### config.mk
export PLATFORM = sky130hd
export DESIGN_NAME = battery_state_of_charge_unit
export DESIGN_NICKNAME = d
export VERILOG_FILES = /design/src/sv/bsoc_pkg.sv /design/src/sv/battery_state_of_charge_unit.sv
export SDC_FILE = /design/constraint.sdc
export NUM_CORES = 2
export LEC_CHECK = 0
export BUFFER_PORTS_ARGS = -buffer_cell sky130_fd_sc_hd__clkbuf_2
export CORE_MARGIN = 8
export CORE_UTILIZATION = 39
export DETAILED_ROUTE_END_ITERATION = 10
export SETUP_SLACK_MARGIN = 0.2
export SYNTH_ARGS = -nofsm -noshare
export SYNTH_HDL_FRONTEND = slang
export SYNTH_SLANG_ARGS = --single-unit
### constraint.sdc
create_clock -name clock -period 82.4 [get_ports clock]
set_input_delay 20.6 -clock clock [delete_from_list [all_inputs] [get_ports clock]]
set_output_delay 20.6 -clock clock [all_outputs]
set_load 0.03 [all_outputs]
### src/sv/bsoc_pkg.sv
// Types and constant tables for the battery state of charge unit.
`timescale 1ns / 1ps
`default_nettype none
package bsoc_pkg;

   localparam int TABLE_POINTS = 11;
   localparam int SEG_COUNT    = TABLE_POINTS - 1;
   localparam int SEG_W        = $clog2(TABLE_POINTS);
   localparam int OCV_W        = 13;
   localparam int SOC_W        = 7;
   localparam int DIFF_W       = 9;
   localparam int SEG_RECIP_W  = 15;
   localparam int SEG_SHIFT    = 21;

   typedef enum logic {
      CSR_CELL_COUNT = 1'b0,
      CSR_INT_RES    = 1'b1
   } csr_index_type;

   typedef struct packed {
      logic [14:0] pack_mv;
      logic [15:0] active_ma;
      logic        charging;
   } info_type;

   localparam logic [14:0] PACK_BASE_MV   = 15'd2880;
   localparam logic [7:0]  HEAVY_MIN_CODE = 8'd5;
   localparam logic [11:0] RECIP_125      = 12'd2097;
   localparam logic [6:0]  DIV_125        = 7'd125;
   localparam logic [14:0] FRAC_RECIP     = 15'd16778;
   localparam logic [6:0]  SOC_MAX        = 7'd100;

   // floor(2^16 / cells), a zero cell count acts as one
   localparam logic [16:0] CELL_RECIP [16] = '{
      17'd65536, 17'd65536, 17'd32768, 17'd21845, 17'd16384, 17'd13107, 17'd10922, 17'd9362,
      17'd8192,  17'd7281,  17'd6553,  17'd5957,  17'd5461,  17'd5041,  17'd4681,  17'd4369
   };

   localparam logic [OCV_W-1:0] OCV_LIGHT [TABLE_POINTS] = '{
      13'd2600, 13'd3000, 13'd3150, 13'd3300, 13'd3450, 13'd3600,
      13'd3750, 13'd3850, 13'd3940, 13'd4040, 13'd4150
   };

   localparam logic [OCV_W-1:0] OCV_HEAVY [TABLE_POINTS] = '{
      13'd2600, 13'd2900, 13'd3070, 13'd3220, 13'd3370, 13'd3520,
      13'd3670, 13'd3780, 13'd3900, 13'd3980, 13'd4100
   };

   localparam logic [SOC_W-1:0] SOC_POINTS [TABLE_POINTS] = '{
      7'd0, 7'd10, 7'd20, 7'd30, 7'd40, 7'd50, 7'd60, 7'd70, 7'd80, 7'd90, 7'd100
   };

   // ceil(2^21 / span) per segment, exact for every product below 2^21 / span
   localparam logic [SEG_RECIP_W-1:0] RECIP_LIGHT [SEG_COUNT] = '{
      15'd5243,  15'd13982, 15'd13982, 15'd13982, 15'd13982,
      15'd13982, 15'd20972, 15'd23302, 15'd20972, 15'd19066
   };

   localparam logic [SEG_RECIP_W-1:0] RECIP_HEAVY [SEG_COUNT] = '{
      15'd6991,  15'd12337, 15'd13982, 15'd13982, 15'd13982,
      15'd13982, 15'd19066, 15'd17477, 15'd26215, 15'd17477
   };

endpackage
`default_nettype wire

### src/sv/battery_state_of_charge_unit.sv
// Top level: pipelined state of charge estimate from raw charger ADC codes.
// The path from request accept to rsp_valid runs through 12 register stages.
// Throughput: one request per cycle; the whole pipeline advances together and
// holds in place while rsp_valid is high and rsp_ready is low.
// Reset: synchronous, active high; clears all valid bits and loads cell_count = 3
// and internal_resistance_mohm = 100.
`timescale 1ns / 1ps
`default_nettype none
module battery_state_of_charge_unit (
   input  wire logic        clock,
   input  wire logic        reset,
   input  wire logic        req_valid,
   output logic             req_ready,
   input  wire logic [7:0]  req_voltage_code,
   input  wire logic [7:0]  req_charge_code,
   input  wire logic [7:0]  req_discharge_code,
   output logic             rsp_valid,
   input  wire logic        rsp_ready,
   output logic [14:0]      rsp_pack_voltage_mv,
   output logic [15:0]      rsp_active_current_ma,
   output logic             rsp_charging,
   output logic [6:0]       rsp_charge_percent,
   input  wire logic        csr_valid,
   output logic             csr_ready,
   input  wire logic        csr_index,
   input  wire logic [9:0]  csr_wdata
);

   localparam int STAGES = 11;

   logic adv;

   logic [3:0] cell_count_ff, cell_count_in;
   logic [9:0] int_res_ff, int_res_in;

   logic [STAGES-1:0] vld_ff, vld_in;
   logic              rsp_valid_ff, rsp_valid_in;
   bsoc_pkg::info_type info_ff [STAGES];
   bsoc_pkg::info_type info_in [STAGES];
   bsoc_pkg::info_type rsp_info_ff, rsp_info_in;
   logic [6:0]        rsp_soc_ff, rsp_soc_in;

   logic [7:0]  s1_dcode_ff, s1_dcode_in;
   logic [3:0]  s1_cells_ff, s1_cells_in;
   logic [16:0] s1_crecip_ff, s1_crecip_in;

   logic [31:0] s2_pdiv_ff, s2_pdiv_in;
   logic [17:0] s2_y_ff, s2_y_in;
   logic [7:0]  s2_dcode_ff, s2_dcode_in;
   logic [3:0]  s2_cells_ff, s2_cells_in;

   logic [14:0] s3_qest_ff, s3_qest_in;
   logic [29:0] s3_yprod_ff, s3_yprod_in;
   logic [17:0] s3_y_ff, s3_y_in;
   logic [7:0]  s3_dcode_ff, s3_dcode_in;
   logic [3:0]  s3_cells_ff, s3_cells_in;

   logic [18:0] s4_qc_ff, s4_qc_in;
   logic [14:0] s4_qest_ff, s4_qest_in;
   logic [11:0] s4_aest_ff, s4_aest_in;
   logic [17:0] s4_y_ff, s4_y_in;
   logic [7:0]  s4_dcode_ff, s4_dcode_in;
   logic [3:0]  s4_cells_ff, s4_cells_in;

   logic [14:0] s5_q_ff, s5_q_in;
   logic [18:0] s5_ac_ff, s5_ac_in;
   logic [11:0] s5_aest_ff, s5_aest_in;
   logic [17:0] s5_y_ff, s5_y_in;
   logic [7:0]  s5_dcode_ff, s5_dcode_in;

   logic [14:0] s6_q_ff, s6_q_in;
   logic [11:0] s6_a_ff, s6_a_in;
   logic [6:0]  s6_b_ff, s6_b_in;
   logic [7:0]  s6_dcode_ff, s6_dcode_in;

   logic [14:0] s7_q_ff, s7_q_in;
   logic [11:0] s7_a_ff, s7_a_in;
   logic [20:0] s7_fprod_ff, s7_fprod_in;
   logic [7:0]  s7_dcode_ff, s7_dcode_in;

   logic [15:0] s8_v_ff, s8_v_in;
   logic        s8_heavy_ff, s8_heavy_in;

   logic                               s9_low_ff, s9_low_in;
   logic                               s9_high_ff, s9_high_in;
   logic [bsoc_pkg::DIFF_W-1:0]        s9_diff_ff, s9_diff_in;
   logic [bsoc_pkg::SOC_W-1:0]         s9_s0_ff, s9_s0_in;
   logic [bsoc_pkg::SOC_W-1:0]         s9_ds_ff, s9_ds_in;
   logic [bsoc_pkg::SEG_RECIP_W-1:0]   s9_recip_ff, s9_recip_in;

   logic                               s10_low_ff, s10_low_in;
   logic                               s10_high_ff, s10_high_in;
   logic [15:0]                        s10_num_ff, s10_num_in;
   logic [bsoc_pkg::SOC_W-1:0]         s10_s0_ff, s10_s0_in;
   logic [bsoc_pkg::SEG_RECIP_W-1:0]   s10_recip_ff, s10_recip_in;

   logic                               s11_low_ff, s11_low_in;
   logic                               s11_high_ff, s11_high_in;
   logic [30:0]                        s11_prod_ff, s11_prod_in;
   logic [bsoc_pkg::SOC_W-1:0]         s11_s0_ff, s11_s0_in;

   // stage 1 decode
   logic        charging;
   logic [15:0] dis_ma;
   logic [13:0] chg_ma;

   // stage 5 and 6 corrections
   logic [14:0] pack_rem;
   logic [17:0] y_rem;
   logic        y_rem_hi;

   // stage 8 compensation
   logic [16:0] comp;
   logic [17:0] v_sum;

   // stage 9 segment search
   logic [bsoc_pkg::OCV_W-1:0] tab [bsoc_pkg::TABLE_POINTS];
   logic [bsoc_pkg::SEG_W-1:0] seg;

   // output stage
   logic [9:0]  step;
   logic [10:0] soc_sum;

   assign adv       = !rsp_valid_ff || rsp_ready;
   assign req_ready = adv;
   assign csr_ready = 1'b1;

   always_comb begin
      cell_count_in = cell_count_ff;
      int_res_in    = int_res_ff;
      if (csr_valid) begin
         unique case (bsoc_pkg::csr_index_type'(csr_index))
            bsoc_pkg::CSR_CELL_COUNT: cell_count_in = csr_wdata[3:0];
            bsoc_pkg::CSR_INT_RES:    int_res_in    = csr_wdata;
            default:                  cell_count_in = cell_count_ff;
         endcase
      end
   end

   always_comb begin
      vld_in       = {vld_ff[STAGES-2:0], req_valid};
      rsp_valid_in = adv ? vld_ff[STAGES-1] : rsp_valid_ff;
      if (!adv) begin
         vld_in = vld_ff;
      end
   end

   always_comb begin
      // stage 1: decode ADC codes
      charging = req_charge_code != 8'd0;
      chg_ma   = {req_charge_code, 6'd0};
      dis_ma   = {req_discharge_code, 8'd0};
      info_in[0].pack_mv   = (req_voltage_code == 8'd0) ? 15'd0 :
                             bsoc_pkg::PACK_BASE_MV + {1'b0, req_voltage_code, 6'd0};
      info_in[0].active_ma = charging ? {2'd0, chg_ma} : dis_ma;
      info_in[0].charging  = charging;
      s1_dcode_in  = charging ? 8'd0 : req_discharge_code;
      s1_cells_in  = (cell_count_ff == 4'd0) ? 4'd1 : cell_count_ff;
      s1_crecip_in = bsoc_pkg::CELL_RECIP[cell_count_ff];
      for (int k = 1; k < STAGES; k++) begin
         info_in[k] = info_ff[k-1];
      end

      // stage 2: reciprocal product for the cell divide, discharge code times resistance
      s2_pdiv_in  = 32'(info_ff[0].pack_mv * s1_crecip_ff);
      s2_y_in     = 18'(s1_dcode_ff * int_res_ff);
      s2_dcode_in = s1_dcode_ff;
      s2_cells_in = s1_cells_ff;

      // stage 3: quotient estimate, y / 125 reciprocal product
      s3_qest_in  = s2_pdiv_ff[30:16];
      s3_yprod_in = 30'(s2_y_ff * bsoc_pkg::RECIP_125);
      s3_y_in     = s2_y_ff;
      s3_dcode_in = s2_dcode_ff;
      s3_cells_in = s2_cells_ff;

      // stage 4: back-multiply cell quotient
      s4_qc_in    = 19'(s3_qest_ff * s3_cells_ff);
      s4_qest_in  = s3_qest_ff;
      s4_aest_in  = s3_yprod_ff[29:18];
      s4_y_in     = s3_y_ff;
      s4_dcode_in = s3_dcode_ff;
      s4_cells_in = s3_cells_ff;

      // stage 5: correct cell quotient, back-multiply y / 125
      pack_rem    = info_ff[3].pack_mv - s4_qc_ff[14:0];
      s5_q_in     = s4_qest_ff + 15'(pack_rem >= {11'd0, s4_cells_ff});
      s5_ac_in    = 19'(s4_aest_ff * bsoc_pkg::DIV_125);
      s5_aest_in  = s4_aest_ff;
      s5_y_in     = s4_y_ff;
      s5_dcode_in = s4_dcode_ff;

      // stage 6: correct y / 125, keep remainder
      y_rem       = s5_y_ff - s5_ac_ff[17:0];
      y_rem_hi    = y_rem >= {11'd0, bsoc_pkg::DIV_125};
      s6_a_in     = s5_aest_ff + 12'(y_rem_hi);
      s6_b_in     = y_rem_hi ? 7'(y_rem - {11'd0, bsoc_pkg::DIV_125}) : y_rem[6:0];
      s6_q_in     = s5_q_ff;
      s6_dcode_in = s5_dcode_ff;

      // stage 7: floor(32 * b / 125)
      s7_fprod_in = 21'(s6_b_ff * bsoc_pkg::FRAC_RECIP);
      s7_a_in     = s6_a_ff;
      s7_q_in     = s6_q_ff;
      s7_dcode_in = s6_dcode_ff;

      // stage 8: compensated cell voltage
      comp  = {s7_a_ff, 5'd0} + {12'd0, s7_fprod_ff[20:16]};
      v_sum = {3'd0, s7_q_ff} + {1'b0, comp};
      if (s7_dcode_ff == 8'd0) begin
         s8_v_in = {1'b0, s7_q_ff};
      end else if (v_sum[17:16] != 2'd0) begin
         s8_v_in = 16'hFFFF;
      end else begin
         s8_v_in = v_sum[15:0];
      end
      s8_heavy_in = s7_dcode_ff >= bsoc_pkg::HEAVY_MIN_CODE;

      // stage 9: segment search
      for (int k = 0; k < bsoc_pkg::TABLE_POINTS; k++) begin
         tab[k] = s8_heavy_ff ? bsoc_pkg::OCV_HEAVY[k] : bsoc_pkg::OCV_LIGHT[k];
      end
      seg = '0;
      for (int k = 1; k < bsoc_pkg::SEG_COUNT; k++) begin
         seg = seg + bsoc_pkg::SEG_W'(s8_v_ff > {3'd0, tab[k]});
      end
      s9_low_in   = s8_v_ff <= {3'd0, tab[0]};
      s9_high_in  = s8_v_ff >= {3'd0, tab[bsoc_pkg::TABLE_POINTS-1]};
      s9_diff_in  = bsoc_pkg::DIFF_W'(s8_v_ff - {3'd0, tab[seg]});
      s9_s0_in    = bsoc_pkg::SOC_POINTS[seg];
      s9_ds_in    = bsoc_pkg::SOC_POINTS[seg + bsoc_pkg::SEG_W'(1)] -
                    bsoc_pkg::SOC_POINTS[seg];
      s9_recip_in = s8_heavy_ff ? bsoc_pkg::RECIP_HEAVY[seg] : bsoc_pkg::RECIP_LIGHT[seg];

      // stage 10: numerator
      s10_num_in   = 16'(s9_diff_ff * s9_ds_ff);
      s10_low_in   = s9_low_ff;
      s10_high_in  = s9_high_ff;
      s10_s0_in    = s9_s0_ff;
      s10_recip_in = s9_recip_ff;

      // stage 11: divide by span through its reciprocal
      s11_prod_in = 31'(s10_num_ff * s10_recip_ff);
      s11_low_in  = s10_low_ff;
      s11_high_in = s10_high_ff;
      s11_s0_in   = s10_s0_ff;

      // output stage
      step        = s11_prod_ff[30:bsoc_pkg::SEG_SHIFT];
      soc_sum     = {4'd0, s11_s0_ff} + {1'b0, step};
      rsp_info_in = info_ff[STAGES-1];
      priority if (s11_low_ff) begin
         rsp_soc_in = 7'd0;
      end else if (s11_high_ff || soc_sum > {4'd0, bsoc_pkg::SOC_MAX}) begin
         rsp_soc_in = bsoc_pkg::SOC_MAX;
      end else begin
         rsp_soc_in = soc_sum[6:0];
      end
   end

   always_ff @(posedge clock) begin
      if (reset) begin
         cell_count_ff <= 4'd3;
         int_res_ff    <= 10'd100;
         vld_ff        <= '0;
         rsp_valid_ff  <= 1'b0;
      end else begin
         cell_count_ff <= cell_count_in;
         int_res_ff    <= int_res_in;
         vld_ff        <= vld_in;
         rsp_valid_ff  <= rsp_valid_in;
      end
   end

   always_ff @(posedge clock) begin
      if (adv) begin
         for (int k = 0; k < STAGES; k++) begin
            info_ff[k] <= info_in[k];
         end
         rsp_info_ff  <= rsp_info_in;
         rsp_soc_ff   <= rsp_soc_in;
         s1_dcode_ff  <= s1_dcode_in;
         s1_cells_ff  <= s1_cells_in;
         s1_crecip_ff <= s1_crecip_in;
         s2_pdiv_ff   <= s2_pdiv_in;
         s2_y_ff      <= s2_y_in;
         s2_dcode_ff  <= s2_dcode_in;
         s2_cells_ff  <= s2_cells_in;
         s3_qest_ff   <= s3_qest_in;
         s3_yprod_ff  <= s3_yprod_in;
         s3_y_ff      <= s3_y_in;
         s3_dcode_ff  <= s3_dcode_in;
         s3_cells_ff  <= s3_cells_in;
         s4_qc_ff     <= s4_qc_in;
         s4_qest_ff   <= s4_qest_in;
         s4_aest_ff   <= s4_aest_in;
         s4_y_ff      <= s4_y_in;
         s4_dcode_ff  <= s4_dcode_in;
         s4_cells_ff  <= s4_cells_in;
         s5_q_ff      <= s5_q_in;
         s5_ac_ff     <= s5_ac_in;
         s5_aest_ff   <= s5_aest_in;
         s5_y_ff      <= s5_y_in;
         s5_dcode_ff  <= s5_dcode_in;
         s6_q_ff      <= s6_q_in;
         s6_a_ff      <= s6_a_in;
         s6_b_ff      <= s6_b_in;
         s6_dcode_ff  <= s6_dcode_in;
         s7_q_ff      <= s7_q_in;
         s7_a_ff      <= s7_a_in;
         s7_fprod_ff  <= s7_fprod_in;
         s7_dcode_ff  <= s7_dcode_in;
         s8_v_ff      <= s8_v_in;
         s8_heavy_ff  <= s8_heavy_in;
         s9_low_ff    <= s9_low_in;
         s9_high_ff   <= s9_high_in;
         s9_diff_ff   <= s9_diff_in;
         s9_s0_ff     <= s9_s0_in;
         s9_ds_ff     <= s9_ds_in;
         s9_recip_ff  <= s9_recip_in;
         s10_low_ff   <= s10_low_in;
         s10_high_ff  <= s10_high_in;
         s10_num_ff   <= s10_num_in;
         s10_s0_ff    <= s10_s0_in;
         s10_recip_ff <= s10_recip_in;
         s11_low_ff   <= s11_low_in;
         s11_high_ff  <= s11_high_in;
         s11_prod_ff  <= s11_prod_in;
         s11_s0_ff    <= s11_s0_in;
      end
   end

   assign rsp_valid             = rsp_valid_ff;
   assign rsp_pack_voltage_mv   = rsp_info_ff.pack_mv;
   assign rsp_active_current_ma = rsp_info_ff.active_ma;
   assign rsp_charging          = rsp_info_ff.charging;
   assign rsp_charge_percent    = rsp_soc_ff;

endmodule
`default_nettype wire

==> PnR_summary.wiki <==
{| class="wikitable"
! Metric !! Value
|-
| Run status || complete, no violations
|-
| Primary flip-flop cell chosen by synthesis mapping || sky130_fd_sc_hd__edfxtp_1
|-
| Initial antenna violation count || 0
|-
| Area share of the largest cell type after synthesis || 0.421
|-
| Crit path capture type || output pin
|-
| FILL cells || 11800
|-
| Min Clock Period, post-route || 42.76 ns
|-
| Hold crit path type || register to register
|-
| Max clock buf depth || 3
|-
| Clock buffer count from CTS || 79
|-
| Post-CTS Hold Fix Bufs || 0
|-
| Die Y-Extent || 373 µm
|-
| Top cell by count, worst path || sky130_fd_sc_hd__clkbuf_2
|-
| DRT iter0 DRCs || 1547
|-
| Count of port buffers added during placement || 68
|-
| Fraction of layout cells with a size suffix above 1 || 0.0555
|-
| Number of rows in the core area || 131
|-
| Post-CTS resize count || 0
|-
| Unrepaired setup endpoints after global routing || no
|-
| Sequential cell area || 21500 µm²
|-
| Crit path kind || primary input to output pin
|-
| Worst slew margin relative to its limit || 0.287
|-
| Cell type with the highest aggregate area in the netlist || sky130_fd_sc_hd__edfxtp_1
|-
| Maximum clock frequency || 23.4 MHz
|-
| Total congestion overflow after global routing || 0
|-
| Slew at the pin closest to its max-slew limit || 1.07 ns
|-
| Number of remaining DRC errors || 0
|-
| Endpoints failing hold || 0
|-
| Half-perimeter wire length of the detailed placement result || 65700 µm
|-
| Wire length of the first global-routing pass || 148000 µm
|-
| Number of max-cap violations || 0
|-
| Ports placed on the boundary || 82
|-
| Arrival time worst endpoint || 22.16 ns
|-
| Yosys Warn Count || 0
|-
| Setup TNS || 0 ns
|-
| Critical path data required time || 61.80 ns
|-
| Yosys cell types || 80
|-
| Gate count of the mapped netlist || 4183
|-
| Startpoint class of the critical path || primary input
|-
| Final Hold Slack || 0.402 ns
|-
| Pin count of the biggest net entering global routing || 177
|-
| Final period util || 0.519
|-
| Slowest cell delay on critical path || 0.80 ns
|-
| Min-Delay Path Depth || 0
|-
| Die outline area || 139000 µm²
|-
| Clock tree from TritonCTS || yes
|-
| Number of post-CTS setup repair buffers || 0
|-
| Later-pin clock latency in the skew report || 0.66 ns
|-
| Number of flip-flops and latches in the synthesized netlist || 723
|-
| Number of failing setup endpoints in the final timing report || 0
|-
| Clock sink total || 723
|-
| Detail Route Antenna Nets || 0
|-
| Vias in the first global route || 29900
|-
| Max Transition Viols Final || 0
|-
| Layout-stage area growth over the synthesis result || 9.16%
|-
| GPL Wtd Cong || 0.858
|-
| Per-instance average area after synthesis || 11.9 µm²
|-
| Maximum fanout count along the critical path || 61
|-
| Cell type of the slowest stage on the worst timing path || sky130_fd_sc_hd__nor2b_1
|-
| Share of flip-flops with an asynchronous set or reset || 0
|-
| Total Routing Usage GR || 0.127
|-
| CTS Root Cell || sky130_fd_sc_hd__clkbuf_16
|-
| Number of vias per cell after detailed routing || 4.82
|-
| Total number of H-tree levels || 3
|-
| Maximum clock skew at final layout || 0.0253 ns
|-
| EDFF count, synth || 697
|-
| Clock-pin slew on the worst setup and hold paths || 0.06 ns
|-
| Biggest area contributors in the synthesized netlist || sky130_fd_sc_hd__edfxtp_1 (42%), sky130_fd_sc_hd__fa_1 (18%), sky130_fd_sc_hd__ha_1 (13%)
|-
| Final #Nets || 5235
|-
| Cell depth of the worst flop-to-flop path || 34
|-
| Post-detailed-route wirelength per cell || 14.8 µm
|-
| CP Cell Sequence || clkbuf_2 > nor2b_1 > inv_8 > clkbuf_2
|-
| Initial cell density of the core || 0.391
|-
| Part of the Yosys area used for sequential elements || 0.432
|-
| TritonRoute pass-1 iters || 8
|-
| Total number of vias || 28600
|-
| Number of inserted diodes || 0
|-
| Width of the die || 373 µm
|-
| Routed Wire Length || 87600 µm
|-
| Syn Std Cell Area || 49700 µm²
|-
| Core region area || 127000 µm²
|-
| Area occupied by multi-input gates || 25500 µm²
|}
## worst max-delay path, delay by kind of cell
family / cells / cell delay (ns)
and+or+nand+nor: 1 / 0.80
buffers and inverters: 3 / 0.73
## logic make-up after synthesis
logic type,count (synthesis),share of synthesized area
other cells,2,0.000151
mux,13,0.00264
fa+ha+maj,978,0.313
compound gates,452,0.0581
simple gates,1111,0.107
buf+inv,728,0.0562
flops,723,0.432
xor+xnor,176,0.0310
## sequential cells by signal, indices dropped and copies added (netlist names), 16 cells and up
register      flops
s4_y_ff          18
info_ff         213
s3_yprod_ff      16
s2_y_ff          18
s5_ac_ff         18
s5_y_ff          18
s1_crecip_ff     16
s8_v_ff          16
## cells in the final DEF, fill, tap and decap left out, types with 9 or more instances in the layout
cell,Yosys,final
sky130_fd_sc_hd__xnor2_1,124,124
sky130_fd_sc_hd__o211ai_1,21,21
sky130_fd_sc_hd__conb_1,2,13
sky130_fd_sc_hd__clkbuf_2,1,68
sky130_fd_sc_hd__nand2b_1,39,39
sky130_fd_sc_hd__or2_2,14,14
sky130_fd_sc_hd__ha_1,535,535
sky130_fd_sc_hd__a211oi_1,10,10
sky130_fd_sc_hd__or3_1,9,9
sky130_fd_sc_hd__nor2_1,128,128
sky130_fd_sc_hd__nand3_1,47,47
sky130_fd_sc_hd__clkbuf_16,0,81
sky130_fd_sc_hd__nor2b_1,22,22
sky130_fd_sc_hd__fa_1,443,443
sky130_fd_sc_hd__xor2_1,52,52
sky130_fd_sc_hd__clkbuf_1,118,9
sky130_fd_sc_hd__inv_1,587,586
sky130_fd_sc_hd__nor3_1,42,42
sky130_fd_sc_hd__o21a_1,21,21
sky130_fd_sc_hd__a31oi_1,14,14
sky130_fd_sc_hd__nand4_1,19,19
sky130_fd_sc_hd__nand2_1,509,509
sky130_fd_sc_hd__mux2i_1,12,12
sky130_fd_sc_hd__o21bai_1,24,24
sky130_fd_sc_hd__and2_1,229,229
sky130_fd_sc_hd__edfxtp_1,697,697
sky130_fd_sc_hd__and3_1,12,12
sky130_fd_sc_hd__clkinv_1,1,11
sky130_fd_sc_hd__buf_4,15,12
sky130_fd_sc_hd__nor4_1,10,10
sky130_fd_sc_hd__clkinv_2,0,14
sky130_fd_sc_hd__a21oi_1,157,157
sky130_fd_sc_hd__or4_1,9,9
sky130_fd_sc_hd__dfxtp_1,26,26
sky130_fd_sc_hd__o21ai_0,89,88
sky130_fd_sc_hd__a21o_1,37,37
## Yosys cell counts (all sizes together) (8+ instances only)
cell,n
dfxtp,26
mux2i,12
o21a,21
nor2b,22
and2,229
inv,588
o21bai,24
nor4,11
nand4,19
a2111oi,8
or2,14
a21oi,158
xor2,52
nand2b,39
and3,12
o211ai,22
xnor2,124
o21ai,91
nor3,43
a211oi,10
clkbuf,119
fa,443
or4,9
nand2,509
a21o,37
nand3,47
edfxtp,697
nor2,128
or3,9
ha,535
a21boi,8
a31oi,14
buf,20
## per-layer routing
layer / vias up / GRT usage / wire length, µm
met5: - / 0 / 0
met4: 0 / 0.0386 / 2030
met3: 145 / 0.0214 / 3250
met2: 445 / 0.217 / 42100
met1: 13900 / 0.165 / 40200
li1: 14100 / - / -
## final timing paths
path                                                start                        end  slack [ns]
worst min-delay path            s10_recip_in[1]$_DFFE_PP_  s10_recip_ff[1]$_DFFE_PP_        0.40
worst min register to register  s10_recip_in[1]$_DFFE_PP_  s10_recip_ff[1]$_DFFE_PP_        0.40
worst max-delay path                            rsp_ready                  req_ready       39.65
worst max register to register      s8_heavy_ff$_DFFE_PP_    s9_diff_ff[8]$_DFFE_PP_       73.37
## metrics by stage
| step | instance area (µm²) | cells | worst slack [ns] | util |
|---|---|---|---|---|
| finish | 54200 | 5936 | 39.65 | 0.427 |
| detailed placement | 51700 | 5798 | 39.61 | 0.407 |
| floorplan | 49700 | 4194 | 21.84 | - |
| global placement | 51700 | 5798 | 39.62 | 0.407 |
| global route | 54200 | 5936 | 39.46 | 0.427 |
| CTS | 54200 | 5936 | 39.61 | 0.427 |
## area by class of cell
cell class | instances | share of cell area
clock buffer | 90 | 0.0380
tap | 1662 | 0.0383
inverter | 589 | 0.0409
multi-input combinational | 2743 | 0.470
clock inverter | 48 | 0.00890
sequential | 723 | 0.395
timing repair buffer | 81 | 0.00830
Power is left out: the tool's default activity adds up to more than one toggle a clock period on the data nets, which glitch-free logic cannot reach.
